--- src/hw/rtl/dtp_pkg.sv ---
// Shared types and constants for the DER TLV stream parser.
// No dependencies; imported by dtp_core and der_tlv_stream_parser.
package dtp_pkg;

	// Status codes reported with each result
	typedef enum logic [1:0] {
		ST_OK        = 2'd0,
		ST_TRUNCATED = 2'd1,
		ST_LEN_LONG  = 2'd2,
		ST_INDEF     = 2'd3
	} status_t;

	// Identifier octet fields
	localparam logic [1:0] CLASS_UNIVERSAL = 2'd0;
	localparam logic [4:0] TAG_INTEGER     = 5'h02;
	localparam logic [4:0] TAG_OCTET_STR   = 5'h04;
	localparam logic [4:0] TAG_IA5_STR     = 5'h16;

	// One result transaction
	typedef struct packed {
		logic [7:0]         content_byte;
		logic               content_valid;
		logic               header_done;
		logic               element_done;
		logic [1:0]         tag_class;
		logic               is_constructed;
		logic [4:0]         tag_number;
		logic [31:0]        content_length;
		logic signed [31:0] int_value;
		logic               int_ok;
		logic               is_string;
		status_t            status;
	} result_t;

endpackage

--- src/hw/rtl/der_tlv_stream_parser.sv ---
// DER TLV stream parser: one byte per transaction in, one result per byte out.
// Result path: input register, then result register; either holds its byte while the sink stalls.
// Throughput: one byte per cycle while out_ready is high; the combinational decode step sets the rate.
// Reset: arst_n asynchronous, active low; parser returns to expecting an identifier
// octet with all held fields zero and both pipeline stages empty.
// Top level: input register stage feeding dtp_core; depends on dtp_pkg and dtp_core.
module der_tlv_stream_parser import dtp_pkg::*; #(
	parameter int MAX_LENGTH_OCTETS = 4,
	parameter int MAX_INT_BYTES     = 4
) (
	input  logic               clk,
	input  logic               arst_n,
	input  logic               in_valid,
	output logic               in_ready,
	input  logic [7:0]         in_byte,
	input  logic               buffer_end,
	output logic               out_valid,
	input  logic               out_ready,
	output logic [7:0]         content_byte,
	output logic               content_valid,
	output logic               header_done,
	output logic               element_done,
	output logic [1:0]         tag_class,
	output logic               is_constructed,
	output logic [4:0]         tag_number,
	output logic [31:0]        content_length,
	output logic signed [31:0] int_value,
	output logic               int_ok,
	output logic               is_string,
	output logic [1:0]         status
);

	logic       valid_s1;
	logic [7:0] byte_s1;
	logic       last_s1;
	logic       core_ready;
	logic       take;
	result_t    res;

	assign take     = valid_s1 && core_ready;
	assign in_ready = !valid_s1 || core_ready;

	// Input register stage
	always_ff @(posedge clk or negedge arst_n) begin
		if (!arst_n) begin
			valid_s1 <= 1'b0;
		end else if (in_ready) begin
			valid_s1 <= in_valid;
		end
	end

	always_ff @(posedge clk) begin
		if (in_valid && in_ready) begin
			byte_s1 <= in_byte;
			last_s1 <= buffer_end;
		end
	end

	dtp_core #(
		.MAX_LENGTH_OCTETS (MAX_LENGTH_OCTETS),
		.MAX_INT_BYTES     (MAX_INT_BYTES)
	) u_core (
		.clk        (clk),
		.arst_n     (arst_n),
		.take       (take),
		.byte_in    (byte_s1),
		.last_in    (last_s1),
		.take_ready (core_ready),
		.res_valid  (out_valid),
		.res_ready  (out_ready),
		.res        (res)
	);

	// Result fields
	assign content_byte   = res.content_byte;
	assign content_valid  = res.content_valid;
	assign header_done    = res.header_done;
	assign element_done   = res.element_done;
	assign tag_class      = res.tag_class;
	assign is_constructed = res.is_constructed;
	assign tag_number     = res.tag_number;
	assign content_length = res.content_length;
	assign int_value      = res.int_value;
	assign int_ok         = res.int_ok;
	assign is_string      = res.is_string;
	assign status         = res.status;

endmodule

--- src/hw/rtl/dtp_core.sv ---
// Parse state, per-byte decode step and result register of the DER parser.
// Depends on dtp_pkg.
module dtp_core import dtp_pkg::*; #(
	parameter int MAX_LENGTH_OCTETS = 4,
	parameter int MAX_INT_BYTES     = 4
) (
	input  logic       clk,
	input  logic       arst_n,
	input  logic       take,
	input  logic [7:0] byte_in,
	input  logic       last_in,
	output logic       take_ready,
	output logic       res_valid,
	input  logic       res_ready,
	output result_t    res
);

	localparam int CntW = $clog2(MAX_LENGTH_OCTETS + 1);

	typedef enum logic [2:0] {
		PH_IDENT     = 3'd0,
		PH_LEN_FIRST = 3'd1,
		PH_LEN_MORE  = 3'd2,
		PH_CONTENT   = 3'd3,
		PH_SKIP      = 3'd4
	} phase_t;

	phase_t            phase_q, phase_d;
	logic [1:0]        class_q, class_d;
	logic              cons_q, cons_d;
	logic [4:0]        tag_q, tag_d;
	logic [CntW-1:0]   oct_left_q, oct_left_d;
	logic [31:0]       len_q, len_d;
	logic [31:0]       cbl_q, cbl_d;
	logic [31:0]       iacc_q, iacc_d;
	logic              res_valid_q;
	result_t           res_q, res_d;
	logic [6:0]        n_oct;
	logic              cvalid, hdr, edone;
	status_t           status;

	assign take_ready = !res_valid_q || res_ready;
	assign res_valid  = res_valid_q;
	assign res        = res_q;
	assign n_oct      = byte_in[6:0];

	// Decode step for one byte
	always_comb begin
		phase_d    = phase_q;
		class_d    = class_q;
		cons_d     = cons_q;
		tag_d      = tag_q;
		oct_left_d = oct_left_q;
		len_d      = len_q;
		cbl_d      = cbl_q;
		iacc_d     = iacc_q;
		cvalid     = 1'b0;
		hdr        = 1'b0;
		edone      = 1'b0;
		status     = ST_OK;

		unique case (phase_q)
			PH_IDENT: begin
				class_d    = byte_in[7:6];
				cons_d     = byte_in[5];
				tag_d      = byte_in[4:0];
				len_d      = '0;
				oct_left_d = '0;
				cbl_d      = '0;
				iacc_d     = '0;
				phase_d    = PH_LEN_FIRST;
			end
			PH_LEN_FIRST: begin
				if (byte_in[7]) begin
					if (n_oct == 7'd0) begin
						status  = ST_INDEF;
						phase_d = PH_SKIP;
					end else if (int'(n_oct) > MAX_LENGTH_OCTETS) begin
						status  = ST_LEN_LONG;
						phase_d = PH_SKIP;
					end else begin
						oct_left_d = CntW'(n_oct);
						len_d      = '0;
						phase_d    = PH_LEN_MORE;
					end
				end else begin
					len_d = {24'd0, byte_in};
					hdr   = 1'b1;
				end
			end
			PH_LEN_MORE: begin
				len_d = {len_q[23:0], byte_in};
				if (oct_left_q != '0)
					oct_left_d = oct_left_q - CntW'(1);
				if (oct_left_d == '0)
					hdr = 1'b1;
			end
			PH_CONTENT: begin
				cvalid = 1'b1;
				iacc_d = {iacc_q[23:0], byte_in};
				// first content byte with the sign bit set: sign extend
				if (cbl_q == len_q && byte_in[7])
					iacc_d = {24'hffffff, byte_in};
				if (cbl_q != '0)
					cbl_d = cbl_q - 32'd1;
				if (cbl_d == '0) begin
					edone   = 1'b1;
					phase_d = PH_IDENT;
				end
			end
			default: begin
				phase_d = PH_SKIP;
			end
		endcase

		// Header complete: empty or constructed elements go back to identifier, others to content
		if (hdr) begin
			iacc_d = '0;
			if (cons_d || len_d == '0) begin
				edone   = !cons_d;
				phase_d = PH_IDENT;
			end else begin
				cbl_d   = len_d;
				phase_d = PH_CONTENT;
			end
		end

		// End of buffer
		if (last_in) begin
			if (status == ST_OK && phase_d != PH_IDENT && phase_d != PH_SKIP)
				status = ST_TRUNCATED;
			phase_d = PH_IDENT;
		end

		res_d.content_byte   = cvalid ? byte_in : 8'd0;
		res_d.content_valid  = cvalid;
		res_d.header_done    = hdr;
		res_d.element_done   = edone;
		res_d.tag_class      = class_d;
		res_d.is_constructed = cons_d;
		res_d.tag_number     = tag_d;
		res_d.content_length = len_d;
		res_d.int_value      = edone ? signed'(iacc_d) : 32'sd0;
		res_d.int_ok         = edone && class_d == CLASS_UNIVERSAL && tag_d == TAG_INTEGER
			&& len_d <= 32'(MAX_INT_BYTES);
		res_d.is_string      = (tag_d == TAG_OCTET_STR) || (tag_d == TAG_IA5_STR);
		res_d.status         = status;
	end

	// State and result register
	always_ff @(posedge clk or negedge arst_n) begin
		if (!arst_n) begin
			phase_q     <= PH_IDENT;
			class_q     <= '0;
			cons_q      <= 1'b0;
			tag_q       <= '0;
			oct_left_q  <= '0;
			len_q       <= '0;
			cbl_q       <= '0;
			iacc_q      <= '0;
			res_valid_q <= 1'b0;
		end else begin
			if (take_ready)
				res_valid_q <= take;
			if (take) begin
				phase_q    <= phase_d;
				class_q    <= class_d;
				cons_q     <= cons_d;
				tag_q      <= tag_d;
				oct_left_q <= oct_left_d;
				len_q      <= len_d;
				cbl_q      <= cbl_d;
				iacc_q     <= iacc_d;
			end
		end
	end

	// Result payload, no reset needed
	always_ff @(posedge clk) begin
		if (take)
			res_q <= res_d;
	end

`ifndef SYNTHESIS
	// int_ok only comes with a finished element
	a_int_ok_done: assert property (@(posedge clk) disable iff (!arst_n)
		res_valid_q && res_q.int_ok |-> res_q.element_done)
		else $error("int_ok without element_done");

	// a content byte never completes a header
	a_content_not_hdr: assert property (@(posedge clk) disable iff (!arst_n)
		res_valid_q && res_q.content_valid |-> !res_q.header_done)
		else $error("content byte flagged as header");

	// long-form length phase always has octets pending
	a_len_more_cnt: assert property (@(posedge clk) disable iff (!arst_n)
		phase_q == PH_LEN_MORE |-> oct_left_q != '0)
		else $error("length phase with no octets left");

	// buffer end always lands back at identifier
	a_last_ident: assert property (@(posedge clk) disable iff (!arst_n)
		take && last_in |=> phase_q == PH_IDENT)
		else $error("buffer end did not reset parse phase");

	// a result waiting on a stalled sink holds
	a_res_hold: assert property (@(posedge clk) disable iff (!arst_n)
		res_valid_q && !res_ready |=> res_valid_q && $stable(res_q))
		else $error("stalled result changed");
`endif

endmodule

--- config.mk ---
export PLATFORM = sky130hd
export DESIGN_NAME = der_tlv_stream_parser
export DESIGN_NICKNAME = d
export VERILOG_FILES = /design/src/hw/rtl/dtp_pkg.sv /design/src/hw/rtl/der_tlv_stream_parser.sv /design/src/hw/rtl/dtp_core.sv
export SDC_FILE = /design/constraint.sdc
export NUM_CORES = 1
export LEC_CHECK = 0
export ABC_AREA = 1
export BUFFER_PORTS_ARGS = -buffer_cell sky130_fd_sc_hd__buf_2
export CAP_MARGIN = 20
export CORE_AREA = 5 5 184 186
export DETAILED_ROUTE_END_ITERATION = 6
export DIE_AREA = 0 0 189 191
export GPL_ROUTABILITY_DRIVEN = 0
export PLACE_DENSITY = 0.47
export SLEW_MARGIN = 30
export SYNTH_ARGS = -nofsm -noshare
export SYNTH_HDL_FRONTEND = slang
export SYNTH_SLANG_ARGS = --single-unit
--- constraint.sdc ---
create_clock -name clk -period 6.8 [get_ports clk]
set_input_delay 0.68 -clock clk [delete_from_list [all_inputs] [get_ports clk]]
set_output_delay 0.68 -clock clk [all_outputs]
set_load 0.1 [all_outputs]
==> flow_summary_export.csv <==
group,metric,value,unit
status,status,"complete, no violations",
floorplanning,dieArea,0.0361,mm²
global_routing,use_met3,2.59,%
sta,hold_viol,0,
global_routing,overflow,0,
worst_setup_path,ff2ff_setup_slack,2.88,ns
global_routing,antenna_found_initial,0,
worst_setup_path,critPathLaunchType,"flip-flop",
floorplanning,num_rows,66,
cts,clk_latency,0.53,ns
sta,drv_slew,0,
worst_setup_path,worstSetupPathType,"flip-flop to flip-flop",
detailed_routing,first_pass_iters,5,
cts,cts_resized,0,
cts,htree_levels,1,
sta,final.setup.tns,0,ns
detailed_routing,vias,9611,
placed_design,detailed_place_hpwl,23700,µm
yosys,ys_warn_count,0,
floorplanning,die_x,189,µm
floorplanning,die_h,191,µm
floorplanning,start_util,34.5,%
detailed_routing,ant_nets,0,
layout,fin_cells,1875,
cts,cts_tree,"built",
yosys,syn_nets,1398,
detailed_routing,routedWlPerCell,18.3,µm
sta,finalCritPeriodShare,57.6,%
worst_setup_path,end_kind,"flip-flop",
layout,synthToLayoutAreaGrowth,15.1,%
yosys,synthesis.area,0.0111,mm²
floorplanning,core_area,0.0321,mm²
cts,clock_sinks,208,
global_routing,grt_max_degree,108,
cts,clockRootBuffer,"clkbuf_16",
layout,drive_gt1_share,12.2,%
worst_setup_path,arrival,4.37,ns
yosys,synth_seq_cells,208,
cts,post_cts_buffers,0,
yosys,yosysSeqAreaShare,51.4,%
global_routing,met1_usage,26.9,%
global_routing,grt_busiest_layer,"met2",
global_routing,grt_pass1_vias,9313,
global_routing,grt_pass1_wl,53900,µm
yosys,synth_cell_types,37,
sta,relSlewSlack,36.6,%
worst_setup_path,crit_fanout,37,
layout,final_net_count,1465,
sta,period_needed,3.92,ns
sta,setup_viol,0,
detailed_routing,drtIter0Drc,803,
sta,max_freq,0.255,GHz
detailed_routing,wl,34300,µm
detailed_routing,vias_per_cell,5.13,
global_routing,grtUsageTotal,18.5,%
cts,clk_pin_slew,0.06,ns
worst_setup_path,required,7.25,ns
cts,cts_buffers,24,
cts,hold_buffers,0,
detailed_routing,drcViolationCount,0,
placed_design,place.port_buffers,101,
hold_path,hold_path_class,"input port to async pin",
global_routing,grt_util_met2,29.4,%
worst_setup_path,critical_path.startpoint,"byte_s1[3]",
sta,skew,0.0112,ns
run,maxCapViolCount,0,
floorplanning,ios,102,
placed_design,dp.cells,1830,
yosys,syn_area_per_cell,8.01,µm²
cts,clk_path_buf_depth,3,
yosys,syn-instance-count,1382,
layout,diodes,0,
sta,rsz0062_at_grt,"false",
sta,worst-slew-pin-transition,0.949,ns
worst_setup_path,r2r_start,"byte_s1[3]",
## flip-flops by register name, summed over array words and instances, names as in the netlist
| register | cells |
|---|---|
| u_core.res | 87 |
| u_core.cbl_q | 32 |
| u_core.iacc_q | 32 |
| u_core.len_q | 32 |
| byte_s1 | 8 |
| u_core.tag_q | 5 |
| u_core.oct_left_q | 3 |
| u_core.phase_q | 3 |
| u_core.class_q | 2 |
| last_s1 | 1 |
| u_core.cons_q | 1 |
| u_core.res_valid | 1 |
| valid_s1 | 1 |
## worst max-delay path, cell delays in order, from the launching register on
cell and delay, ns:
edfxtp_1 0.50, nor3_2 0.22, nand3_1 0.13, nand2_2 0.10, nand2_2 0.37, a22oi_1 0.52
nand2_1 0.09, nor2_1 0.18, nand2_1 0.11, nor2_1 0.34, nand2_2 0.46, buf_4 0.42
nand3_1 0.12, nand2_1 0.06, o21ai_1 0.15
## cell families after synthesis
family / Yosys count / share of synthesized area [%]
fa+ha+maj: 3 / 0.339
buf+inv: 216 / 7.99
simple gates: 623 / 23.0
compound gates: 303 / 15.0
xor+xnor: 29 / 2.29
flops: 208 / 51.4
## routing by layer
layer / wire length [µm] / vias up
met1: 16200 / 4588
met4: 767 / 0
li1: - / 4721
met2: 15500 / 259
met3: 1790 / 43
met5: 0 / -
## final timing paths
kind                            cells after the start          endpoint
worst max register to register                     14  u_core.cbl_q[25]
worst max-delay path                               14  u_core.cbl_q[25]
min in group clk                                    1        byte_s1[7]
worst min-delay path                                1  u_core.len_q[14]
max in group asynchronous                           2   u_core.len_q[0]
worst min register to register                      2   u_core.tag_q[4]
## cells in the final DEF, fill, tap and decap left out, types with 9 or more instances in the layout
master     instances
nor2_1           182
dfrtp_1          112
nand4_1           19
nand3_1           60
edfxtp_1          96
or2_2              9
xor2_1            23
buf_2            100
a22oi_1           30
inv_1            140
o22ai_1           34
clkbuf_16         24
nand2_1          327
o21ai_1           33
o21ai_0          134
a21oi_1           63
## area by class of cell
cell class	instances	area, µm²
sequential	208	5690
clock buffer	29	649
multi-input combinational	958	4530
fill	3336	19400
tap	408	510
clock inverter	15	213
timing repair buffer	110	603
inverter	147	554
## synthesized netlist by cell type (all sizes together)
| master | instances | area (µm²) |
|---|---|---|
| nand2 | 335 | 1270 |
| nor2 | 186 | 716 |
| o21ai | 167 | 836 |
| inv | 146 | 548 |
| dfrtp | 112 | 2800 |
| edfxtp | 96 | 2880 |
| a21oi | 63 | 315 |
| nand3 | 61 | 305 |
| clkbuf | 41 | 155 |
| o22ai | 34 | 213 |
| a22oi | 30 | 225 |
| buf | 28 | 178 |
| xor2 | 23 | 201 |
| nand4 | 19 | 119 |
| nor3 | 9 | 55.1 |
| or2 | 9 | 56.3 |
| xnor2 | 6 | 52.6 |
| a211oi | 3 | 22.5 |
| ha | 3 | 37.5 |
| nor4 | 3 | 18.8 |
| o2111ai | 2 | 17.5 |
| a211o | 1 | 8.76 |
| a21boi | 1 | 7.51 |
| a221oi | 1 | 8.76 |
| clkinv | 1 | 3.75 |
| nand3b | 1 | 7.51 |
| o211ai | 1 | 7.51 |
## stage by stage
stage	cell area (µm²)	util, %	setup slack, ns	hold slack (ns)
2_1_floorplan	11100	-	2.45	0.384
3_3_place_gp	11800	36.9	2.83	0.461
3_5_place_dp	11800	36.9	2.88	0.468
4_1_cts	12700	39.6	2.86	0.290
5_1_grt	12700	39.7	2.55	0.198
6_report	12700	39.7	2.88	0.164
Power is not shown: default switching activity piles up to over one toggle a cycle in this logic, so the estimate is an artifact.
